## config.mk

```make
export PLATFORM = sky130hd
export DESIGN_NAME = windowed_integral_pi_controller
export DESIGN_NICKNAME = d
export VERILOG_FILES = /design/src/design/pic_pkg.sv /design/src/design/pic_ram.sv /design/src/design/pic_mac.sv /design/src/design/windowed_integral_pi_controller.sv
export SDC_FILE = /design/constraint.sdc
export NUM_CORES = 2
export LEC_CHECK = 0
export ABC_AREA = 1
export BUFFER_PORTS_ARGS = -buffer_cell sky130_fd_sc_hd__clkbuf_2
export CAP_MARGIN = 15
export CORE_UTILIZATION = 50
export CTS_CLUSTER_DIAMETER = 200
export DETAILED_ROUTE_END_ITERATION = 7
export PLACE_DENSITY = 0.67
export SLEW_MARGIN = 20
export SYNTH_ARGS = -nofsm -noshare
export SYNTH_HDL_FRONTEND = slang
export SYNTH_SLANG_ARGS = --single-unit
```

## constraint.sdc

```tcl
create_clock -name clk -period 17.72 [get_ports clk]
set_input_delay 2.658 -clock clk [delete_from_list [all_inputs] [get_ports clk]]
set_output_delay 2.658 -clock clk [all_outputs]
set_load 0.02 [all_outputs]
```

## src/design/pic_pkg.sv

```systemverilog
package pic_pkg;

    localparam int ERR_W      = 16;
    localparam int GAIN_W     = 16;
    localparam int DRIVE_W    = 32;
    localparam int CFG_IDX_W  = 2;
    localparam int CFG_DATA_W = 16;
    localparam int FRAC_BITS  = 8;

    typedef enum logic [CFG_IDX_W-1:0] {
        REG_GAIN_P   = 2'd0,
        REG_GAIN_I   = 2'd1,
        REG_SETPOINT = 2'd2
    } cfg_reg_t;

    // load strobes for the two multiply/output stages
    typedef struct packed {
        logic ld_prod;
        logic ld_out;
    } mac_ctl_t;

    // clamp a 17-bit difference into 16-bit signed range
    function automatic logic signed [ERR_W-1:0] sat_err(input logic signed [ERR_W:0] d);
        logic signed [ERR_W-1:0] r;
        begin
            if (d[ERR_W] != d[ERR_W-1])
            begin
                r = d[ERR_W] ? {1'b1, {(ERR_W-1){1'b0}}} : {1'b0, {(ERR_W-1){1'b1}}};
            end
            else
            begin
                r = d[ERR_W-1:0];
            end
            return r;
        end
    endfunction

endpackage

```

## src/design/pic_ram.sv

```systemverilog
module pic_ram #(
    parameter int DEPTH = 100,
    parameter int AW    = 7,
    parameter int DW    = 16
) (
    input  logic          clk,
    input  logic          en,
    input  logic [AW-1:0] addr,
    input  logic [DW-1:0] wdata,
    output logic [DW-1:0] rdata
);

    logic [DW-1:0] mem_reg [DEPTH];
    logic [DW-1:0] rdata_reg;

    // read-first: the word coming out is the one being replaced
    always_ff @(posedge clk)
    begin
        if (en)
        begin
            rdata_reg     <= mem_reg[addr];
            mem_reg[addr] <= wdata;
        end
    end

    assign rdata = rdata_reg;

endmodule

```

## src/design/pic_mac.sv

```systemverilog
module pic_mac #(
    parameter int SUM_W = 23
) (
    input  logic                                        clk,
    input  pic_pkg::mac_ctl_t                           ctl,
    input  logic signed [pic_pkg::GAIN_W-1:0]           gain_p,
    input  logic signed [pic_pkg::GAIN_W-1:0]           gain_i,
    input  logic signed [pic_pkg::ERR_W-1:0]            err_in,
    input  logic signed [SUM_W-1:0]                     sum_in,
    output logic signed [pic_pkg::DRIVE_W-1:0]          drive,
    output logic signed [pic_pkg::ERR_W-1:0]            err_out
);
    import pic_pkg::*;

    localparam int PP_W  = GAIN_W + ERR_W;
    localparam int PI_W  = GAIN_W + SUM_W;
    localparam int ACC_W = (PI_W + 1 > DRIVE_W + FRAC_BITS + 1) ? PI_W + 1
                                                                : DRIVE_W + FRAC_BITS + 1;
    localparam int SH_W  = ACC_W - FRAC_BITS;

    logic signed [PP_W-1:0]    prod_p_reg;
    logic signed [PI_W-1:0]    prod_i_reg;
    logic signed [ERR_W-1:0]   err3_reg;
    logic signed [DRIVE_W-1:0] drive_reg;
    logic signed [ERR_W-1:0]   err4_reg;

    logic signed [ACC_W-1:0]   acc;
    logic signed [ACC_W-1:0]   acc_sh;
    logic        [SH_W-1:0]    sh;
    logic signed [DRIVE_W-1:0] drive_next;

    always_ff @(posedge clk)
    begin
        if (ctl.ld_prod)
        begin
            prod_p_reg <= gain_p * err_in;
            prod_i_reg <= gain_i * sum_in;
            err3_reg   <= err_in;
        end
    end

    assign acc    = ACC_W'(prod_p_reg) + ACC_W'(prod_i_reg);
    assign acc_sh = acc >>> FRAC_BITS;
    assign sh     = acc_sh[SH_W-1:0];

    // floor shift then clamp: upper bits must all match the sign
    always_comb
    begin
        if (!sh[SH_W-1] && (|sh[SH_W-2:DRIVE_W-1]))
        begin
            drive_next = {1'b0, {(DRIVE_W-1){1'b1}}};
        end
        else if (sh[SH_W-1] && !(&sh[SH_W-2:DRIVE_W-1]))
        begin
            drive_next = {1'b1, {(DRIVE_W-1){1'b0}}};
        end
        else
        begin
            drive_next = sh[DRIVE_W-1:0];
        end
    end

    always_ff @(posedge clk)
    begin
        if (ctl.ld_out)
        begin
            drive_reg <= drive_next;
            err4_reg  <= err3_reg;
        end
    end

    assign drive   = drive_reg;
    assign err_out = err4_reg;

endmodule

```

## src/design/windowed_integral_pi_controller.sv

```systemverilog
// PI controller with a sliding-window integral. Each measured word gives one
// result word: error_now = setpoint - measured (saturated to 16 bits) and
// drive = (gain_p*error + gain_i*sum of the last WINDOW errors) >> 8, floored
// and saturated to 32 bits. One word is taken every clock cycle while the output
// is not stalled. Its result is registered through the window read, running sum,
// products and clamped drive output register stages. The rate is set by the
// single-port error window memory, which is read and rewritten at the same slot
// in the cycle a word is accepted, while the running sum is updated when the word
// leaves the window read stage. A waiting result stalls input once every stage
// holds a word. Window slots not yet written since reset count as zero through a
// fill flag, so the block is ready right after reset with no clearing pass.
// Gains and setpoint must be written only while the block is idle.
module windowed_integral_pi_controller #(
    parameter int WINDOW = 100
) (
    input  logic                                   clk,
    input  logic                                   rst_n,
    input  logic                                   cfg_we,
    input  logic [pic_pkg::CFG_IDX_W-1:0]          cfg_index,
    input  logic [pic_pkg::CFG_DATA_W-1:0]         cfg_data,
    input  logic                                   in_valid,
    output logic                                   in_ready,
    input  logic signed [pic_pkg::ERR_W-1:0]       measured,
    output logic                                   out_valid,
    input  logic                                   out_ready,
    output logic signed [pic_pkg::DRIVE_W-1:0]     drive,
    output logic signed [pic_pkg::ERR_W-1:0]       error_now
);
    import pic_pkg::*;

    localparam int PTR_W = $clog2(WINDOW);
    localparam int SUM_W = PTR_W + ERR_W;

    logic signed [GAIN_W-1:0] gain_p_reg;
    logic signed [GAIN_W-1:0] gain_i_reg;
    logic signed [ERR_W-1:0]  setpoint_reg;

    logic [PTR_W-1:0]         ptr_reg;
    logic                     fill_reg;

    logic                     v1_reg;
    logic                     v2_reg;
    logic                     v3_reg;
    logic                     v4_reg;
    logic signed [ERR_W-1:0]  err1_reg;
    logic                     old_ok1_reg;
    logic signed [ERR_W-1:0]  err2_reg;
    logic signed [SUM_W-1:0]  sum_reg;
    logic signed [SUM_W-1:0]  sum_next;

    logic                     free1;
    logic                     free2;
    logic                     free3;
    logic                     free4;
    logic                     accept;
    logic                     mv12;
    logic signed [ERR_W:0]    diff;
    logic signed [ERR_W-1:0]  err0;
    logic        [ERR_W-1:0]  rd_word;
    logic signed [ERR_W-1:0]  old_err;
    mac_ctl_t                 mac_ctl;

    // config registers
    always_ff @(posedge clk or negedge rst_n)
    begin
        if (!rst_n)
        begin
            gain_p_reg   <= 16'sd256;
            gain_i_reg   <= 16'sd256;
            setpoint_reg <= '0;
        end
        else if (cfg_we)
        begin
            case (cfg_reg_t'(cfg_index))
                REG_GAIN_P:   gain_p_reg   <= $signed(cfg_data);
                REG_GAIN_I:   gain_i_reg   <= $signed(cfg_data);
                REG_SETPOINT: setpoint_reg <= $signed(cfg_data);
                default:      ;
            endcase
        end
    end

    // stage k may load when empty or when its word moves on
    assign free4    = !v4_reg || out_ready;
    assign free3    = !v3_reg || free4;
    assign free2    = !v2_reg || free3;
    assign free1    = !v1_reg || free2;
    assign in_ready = free1;
    assign accept   = in_valid && free1;
    assign mv12     = v1_reg && free2;

    assign diff = {setpoint_reg[ERR_W-1], setpoint_reg} - {measured[ERR_W-1], measured};
    assign err0 = sat_err(diff);

    pic_ram #(
        .DEPTH (WINDOW),
        .AW    (PTR_W),
        .DW    (ERR_W)
    ) u_ram (
        .clk   (clk),
        .en    (accept),
        .addr  (ptr_reg),
        .wdata (err0),
        .rdata (rd_word)
    );

    always_ff @(posedge clk or negedge rst_n)
    begin
        if (!rst_n)
        begin
            ptr_reg  <= '0;
            fill_reg <= 1'b0;
        end
        else if (accept)
        begin
            if (ptr_reg == PTR_W'(WINDOW - 1))
            begin
                ptr_reg  <= '0;
                fill_reg <= 1'b1;
            end
            else
            begin
                ptr_reg <= ptr_reg + PTR_W'(1);
            end
        end
    end

    always_ff @(posedge clk or negedge rst_n)
    begin
        if (!rst_n)
        begin
            v1_reg <= 1'b0;
            v2_reg <= 1'b0;
            v3_reg <= 1'b0;
            v4_reg <= 1'b0;
        end
        else
        begin
            if (free1)
            begin
                v1_reg <= in_valid;
            end
            if (free2)
            begin
                v2_reg <= v1_reg;
            end
            if (free3)
            begin
                v3_reg <= v2_reg;
            end
            if (free4)
            begin
                v4_reg <= v3_reg;
            end
        end
    end

    always_ff @(posedge clk)
    begin
        if (accept)
        begin
            err1_reg    <= err0;
            old_ok1_reg <= fill_reg;
        end
        if (mv12)
        begin
            err2_reg <= err1_reg;
        end
    end

    // slot not yet written since reset reads as zero
    assign old_err  = old_ok1_reg ? $signed(rd_word) : '0;
    assign sum_next = sum_reg - SUM_W'(old_err) + SUM_W'(err1_reg);

    // sum_reg doubles as stage 2 payload: it only changes when stage 2 reloads
    always_ff @(posedge clk or negedge rst_n)
    begin
        if (!rst_n)
        begin
            sum_reg <= '0;
        end
        else if (mv12)
        begin
            sum_reg <= sum_next;
        end
    end

    assign mac_ctl.ld_prod = v2_reg && free3;
    assign mac_ctl.ld_out  = v3_reg && free4;

    pic_mac #(
        .SUM_W (SUM_W)
    ) u_mac (
        .clk     (clk),
        .ctl     (mac_ctl),
        .gain_p  (gain_p_reg),
        .gain_i  (gain_i_reg),
        .err_in  (err2_reg),
        .sum_in  (sum_reg),
        .drive   (drive),
        .err_out (error_now)
    );

    assign out_valid = v4_reg;

endmodule

```

* After elaboration in Yosys (flattened, before gate mapping) *
Memory sizes are Yosys's and may differ from the RTL's. A register that Yosys moved wholly into a read port is not among the register bits.
Index checks and enable logic that the tools add are counted.

operators by class
  add/subtract/negate cells = 5
  multipliers = 2
  equal/unequal tests = 4
  muxes and demuxes = 7
  reductions and logical operators = 21

operators with widths
  operator             number
  $mux 16              3
  $add 32x39->40       1
  $mul 16x23->39       1
  $mul 16x16->32       1
  $mux 32              1
  $add 23x16->23       1
  $sub 23x16->23       1
  $sub 16x16->17       1
  $reduce_and 2->1     4
  $add 7x1->7 const B  1
  $eq 7x7->1 const B   1
  $mux 7               1
  $logic_and 1x1->1    6
  $logic_not 1->1      6
  $logic_or 1x1->1     4
  $eq 2x1->1 const B   1
  $eq 2x2->1 const B   1
  $logic_not 2->1      1
  $mux 1               2
  $ne 1x1->1           1

word-level totals
  bits in registers = 251
  RAM bits = 1,600
  input bits = 39
  output and inout port bits = 50
  word-level logic and storage cells = 58
  memories kept = 1

memories
  name           depth  width  read ports  clocked after memory_dff  wr ports  line           source
  u_ram.mem_reg  100    16     1           1                         1         pic_ram.sv:13  logic [DW-1:0] mem_reg [DEPTH];

* Longest topological paths before layout *
  depth in word-level cells = 8
  depth in mapped cells = 27
  gate-level depth less buffers = 25

* Modules after synthesis *
From an unflattened synthesis, not the netlist that was laid out.

unflattened totals
  cells, all modules = 11,748
  area total of the unflattened synthesis = 107,324.2 µm²

by module, submodules not included
  module                           instances  cells each  area an instance (µm²)  sequential area each (µm²)
  pic_ram                          1          6,625       67,778.8                48,526.5
  pic_mac                          1          4,174       32,129.6                4,053.9
  windowed_integral_pi_controller  1          949         7,415.9                 3,070.4

* Worst setup path before layout *
OpenSTA, ideal clock, no wires.

  path type = input to register
  start point = in measured[0] (netlist name)
  end point = reg err1_reg[11], data pin
  library setup time = 0.446 ns
  arrival = 6.730 ns
  data required time = 17.274 ns
  setup slack = 10.544 ns
  cell stages on the path = 12
  buffers on the path = 1
  cells stage by stage = ha_1 -> fa_1 -> o211ai_2 -> nand2_1 -> nand2_1 -> nand2_1 -> nand3_1 -> nand2_1 -> nand2_1 -> buf_4 -> nand2_1 -> nand2_1

between the ends
  word-level cells in the longest chain between the ends = 3
  elaborated cells between the ends (all ways) = 4
  those cells by class = 1 x add/sub; 1 x eq/ne; 2 x mux

ends and longest elaborated chain
  element                                line                                    source
  from (decl)                            windowed_integral_pi_controller.sv:23   input logic signed [pic_pkg::ERR_W-1:0] measured,
  $sub 16x16->17 *                       windowed_integral_pi_controller.sv:92   assign diff = {setpoint_reg[ERR_W-1], setpoint_reg} - {measured[ERR_W-1], measured};
  $mux 16 or $ne 1x1->1 (tied branches)  pic_pkg.sv:28, pic_pkg.sv:26
  $mux 16 *                              pic_pkg.sv:26                           if (d[ERR_W] != d[ERR_W-1])
  named net err0[11]                     windowed_integral_pi_controller.sv:58   logic signed [ERR_W-1:0] err0;
  to (signal assigned)                   windowed_integral_pi_controller.sv:162  err1_reg <= err0;
  to (decl)                              windowed_integral_pi_controller.sv:45   logic signed [ERR_W-1:0] err1_reg;

The timed path passes the listed nets; every way through them passes the cells marked *.
A chain may end at the register's enable or synchronous reset.

* Worst setup path after layout *
  start point = reg gain_i_reg[4]
  end point = reg u_mac.prod_i_reg[38], data pin

between the ends
  word-level cells in the longest chain between the ends = 1

ends and longest elaborated chain
  element                 line                                   source
  from (decl)             windowed_integral_pi_controller.sv:35  logic signed [GAIN_W-1:0] gain_i_reg;
  from (signal assigned)  windowed_integral_pi_controller.sv:76  REG_GAIN_I: gain_i_reg <= $signed(cfg_data);
  $mul 16x23->39          pic_mac.sv:37                          prod_i_reg <= gain_i * sum_in;
  to (signal assigned)    pic_mac.sv:37
  to (decl)               pic_mac.sv:22                          logic signed [PI_W-1:0] prod_i_reg;

Every way passes these cells.

==> metrics.txt <==
Initial DRC Count=8820; Required @ worst endpoint=18.31 ns; Ports=89; number of distinct library cells after synthesis=45; critical path capture point=u_mac.prod_i_reg[38]; Initial Util=0.504; DRC viols=0; outcome=finished, final reports clean; TritonCTS Buffers=~190; CTS Buffer Depth=3; Final Max Slew Viols=0; max cap viols=0; worst skew pair latency=roughly 0.87 ns; Placed Area=108000 um2; final wirelength=between 300000 and 400000 um; Hold-fix buffers, CTS=0; router iterations before antenna repair=8; root buffer cell=clkbuf_16; clock sinks=1867; port bufs=88; Setup crit start kind=register; post-layout instance area=~110000 um2; Reg clk slew, reported paths=0.06 ns; antenna-violating nets left=0; ys async rst share=0.0445; die height=459 um; setup tns final=0 ns; number of synthesized flops with an enable pin=1784; r2r endpoint=u_mac.prod_i_reg[38]; Cells after Synth=10688; Top FF cell, synth=edfxtp_1; fraction of layout cells with a size suffix above 1=0.0577; register bit count reported by yosys=1867; Post-Syn Area=104000 um2; largest cells by area after synthesis=edfxtp_1 51%, nand2_1 16%, fa_1 12%; area share of the largest cell type after synthesis=0.514; most frequent cells in the layout=4426 x nand2_1, 1784 x edfxtp_1, 1305 x inv_1, 645 x fa_1, 504 x nor2_1; Tmin final=a little under 7 ns; initial antenna violation count=23; FF-to-FF setup slack=10.88 ns; number of global-route vias before repair=73289; synth warn=0; CTS tree=built; nets=11647; H-tree depth=4; Clock Skew=0.0973 ns; Crit Path Max Fanout=24; worst min path class=reg -> reg; reg2reg start=gain_i_reg[4]; Max Clk Rate=approximately 150 MHz; vias per cell=5.53; # rows=167; post-synthesis sequential area ratio=0.534; Tcrit/Tclk final=0.386; gp weighted congestion=0.989; GRT Resource Usage Total=0.305; Final Hold Vio Count=0; crit path DAT=approximately 7.4 ns; commonest non-fill, non-tap cell in the layout=nand2_1; relative slew slack=0.234; die area=around 210000 um2; GRT overflow=0; Core Region=207000 um2; syn nets=11629; Die Wd=roughly 460 um; # setup viols final=0; Worst Setup End Kind=register; crit path kind=reg -> reg; Area growth, synth to finish=9.35%; max FFs per register=between 1500 and 2000; largest net degree at the start of global routing=130; vias=approximately 76000; mean post-synth cell area=9.76 um2; RSZ-0062 raised after global routing=no; post-synth top area cell=edfxtp_1; FF-to-FF path depth=18; post-CTS sizing=0; post-CTS setup buffer count=0; Avg WL per Cell=23.4 um; Worst Setup SP=gain_i_reg[4]; HPWL Detailed=213000 um; measured slew at the worst slew-check pin=approximately 1.1 ns; first-pass GRT wire length=roughly 470000 um
through the flow:
stage / util / setup WS (ns) / hold WS [ns] / cells
2_1_floorplan: - / 10.54 / 0.400 / 10688
6_report: 0.551 / 10.88 / 0.458 / 13665
3_5_place_dp: 0.520 / 10.43 / 0.443 / 13303
3_3_place_gp: 0.520 / 10.54 / 0.413 / 13303
5_1_grt: 0.551 / 10.52 / 0.466 / 13656
4_1_cts: 0.551 / 10.92 / 0.457 / 13656
synthesized netlist by cell type, types with 25 or more instances:
master,number
nand3b_1,25
xor2_1,72
buf_1,25
buf_2,177
inv_1,1311
ha_1,257
edfxtp_1,1784
buf_4,34
nand3_1,155
nor2_1,506
o21ai_0,292
dfrtp_1,81
nand2_1,4442
a21oi_1,392
clkbuf_1,198
nand4_1,72
fa_1,645
layer usage:
layer	vias up	GRT usage	wire length, um
li1	33924	-	-
met1	37010	0.423	129000
met2	3986	0.474	145000
met3	613	0.0666	34200
met4	12	0.105	11900
met5	-	0	73
worst min-delay path by stage:
stage	cells after the start	endpoint	startpoint	slack, ns
floorplan	0	u_mac.err_out[0]	u_mac.err3_reg[0]	0.40
detailed placement	0	u_mac.err_out[0]	u_mac.err3_reg[0]	0.44
CTS	0	err2_reg[3]	err1_reg[3]	0.46
global route	0	u_mac.err_out[0]	u_mac.err3_reg[0]	0.47
finish	0	old_ok1_reg	fill_reg	0.46
global placement	0	u_mac.err_out[0]	u_mac.err3_reg[0]	0.41
critical path, stage by stage, from the launching register on:
cell and delay [ns]:
dfrtp_1 1.04, nand2_1 0.34, fa_1 0.62, inv_1 0.07, fa_1 0.84, fa_1 0.56
inv_1 0.13, fa_1 0.44, fa_1 0.49, fa_1 0.52, inv_1 0.05, ha_1 0.40
inv_1 0.12, nor3_1 0.30, nand2_1 0.16, nor2_1 0.20, nand3_1 0.13, nand3_1 0.12
nand2_1 0.05
cell type report:
cell class / instances / area [um2]
diodes: 9 / 22.5
clock buffers: 219 / 4840
clock inverters: 134 / 1480
fillers: 17822 / 93000
inverters: 1324 / 5000
multi-input cells: 7044 / 41600
flip-flops and latches: 1867 / 55700
well taps: 2788 / 3490
repair buffers: 280 / 1920
kinds of logic after synthesis:
logic type | count (synthesis) | synth area share
adders and majority gates | 902 | 0.155
AOI/OAI and AO/OA | 784 | 0.0397
and+or+nand+nor | 5263 | 0.195
DFF | 1867 | 0.534
buffers and inverters | 1777 | 0.0687
xor gates and xnor gates | 95 | 0.00798
Power is not shown: default switching activity piles up to over one toggle a cycle in this logic, so the estimate is an artifact.
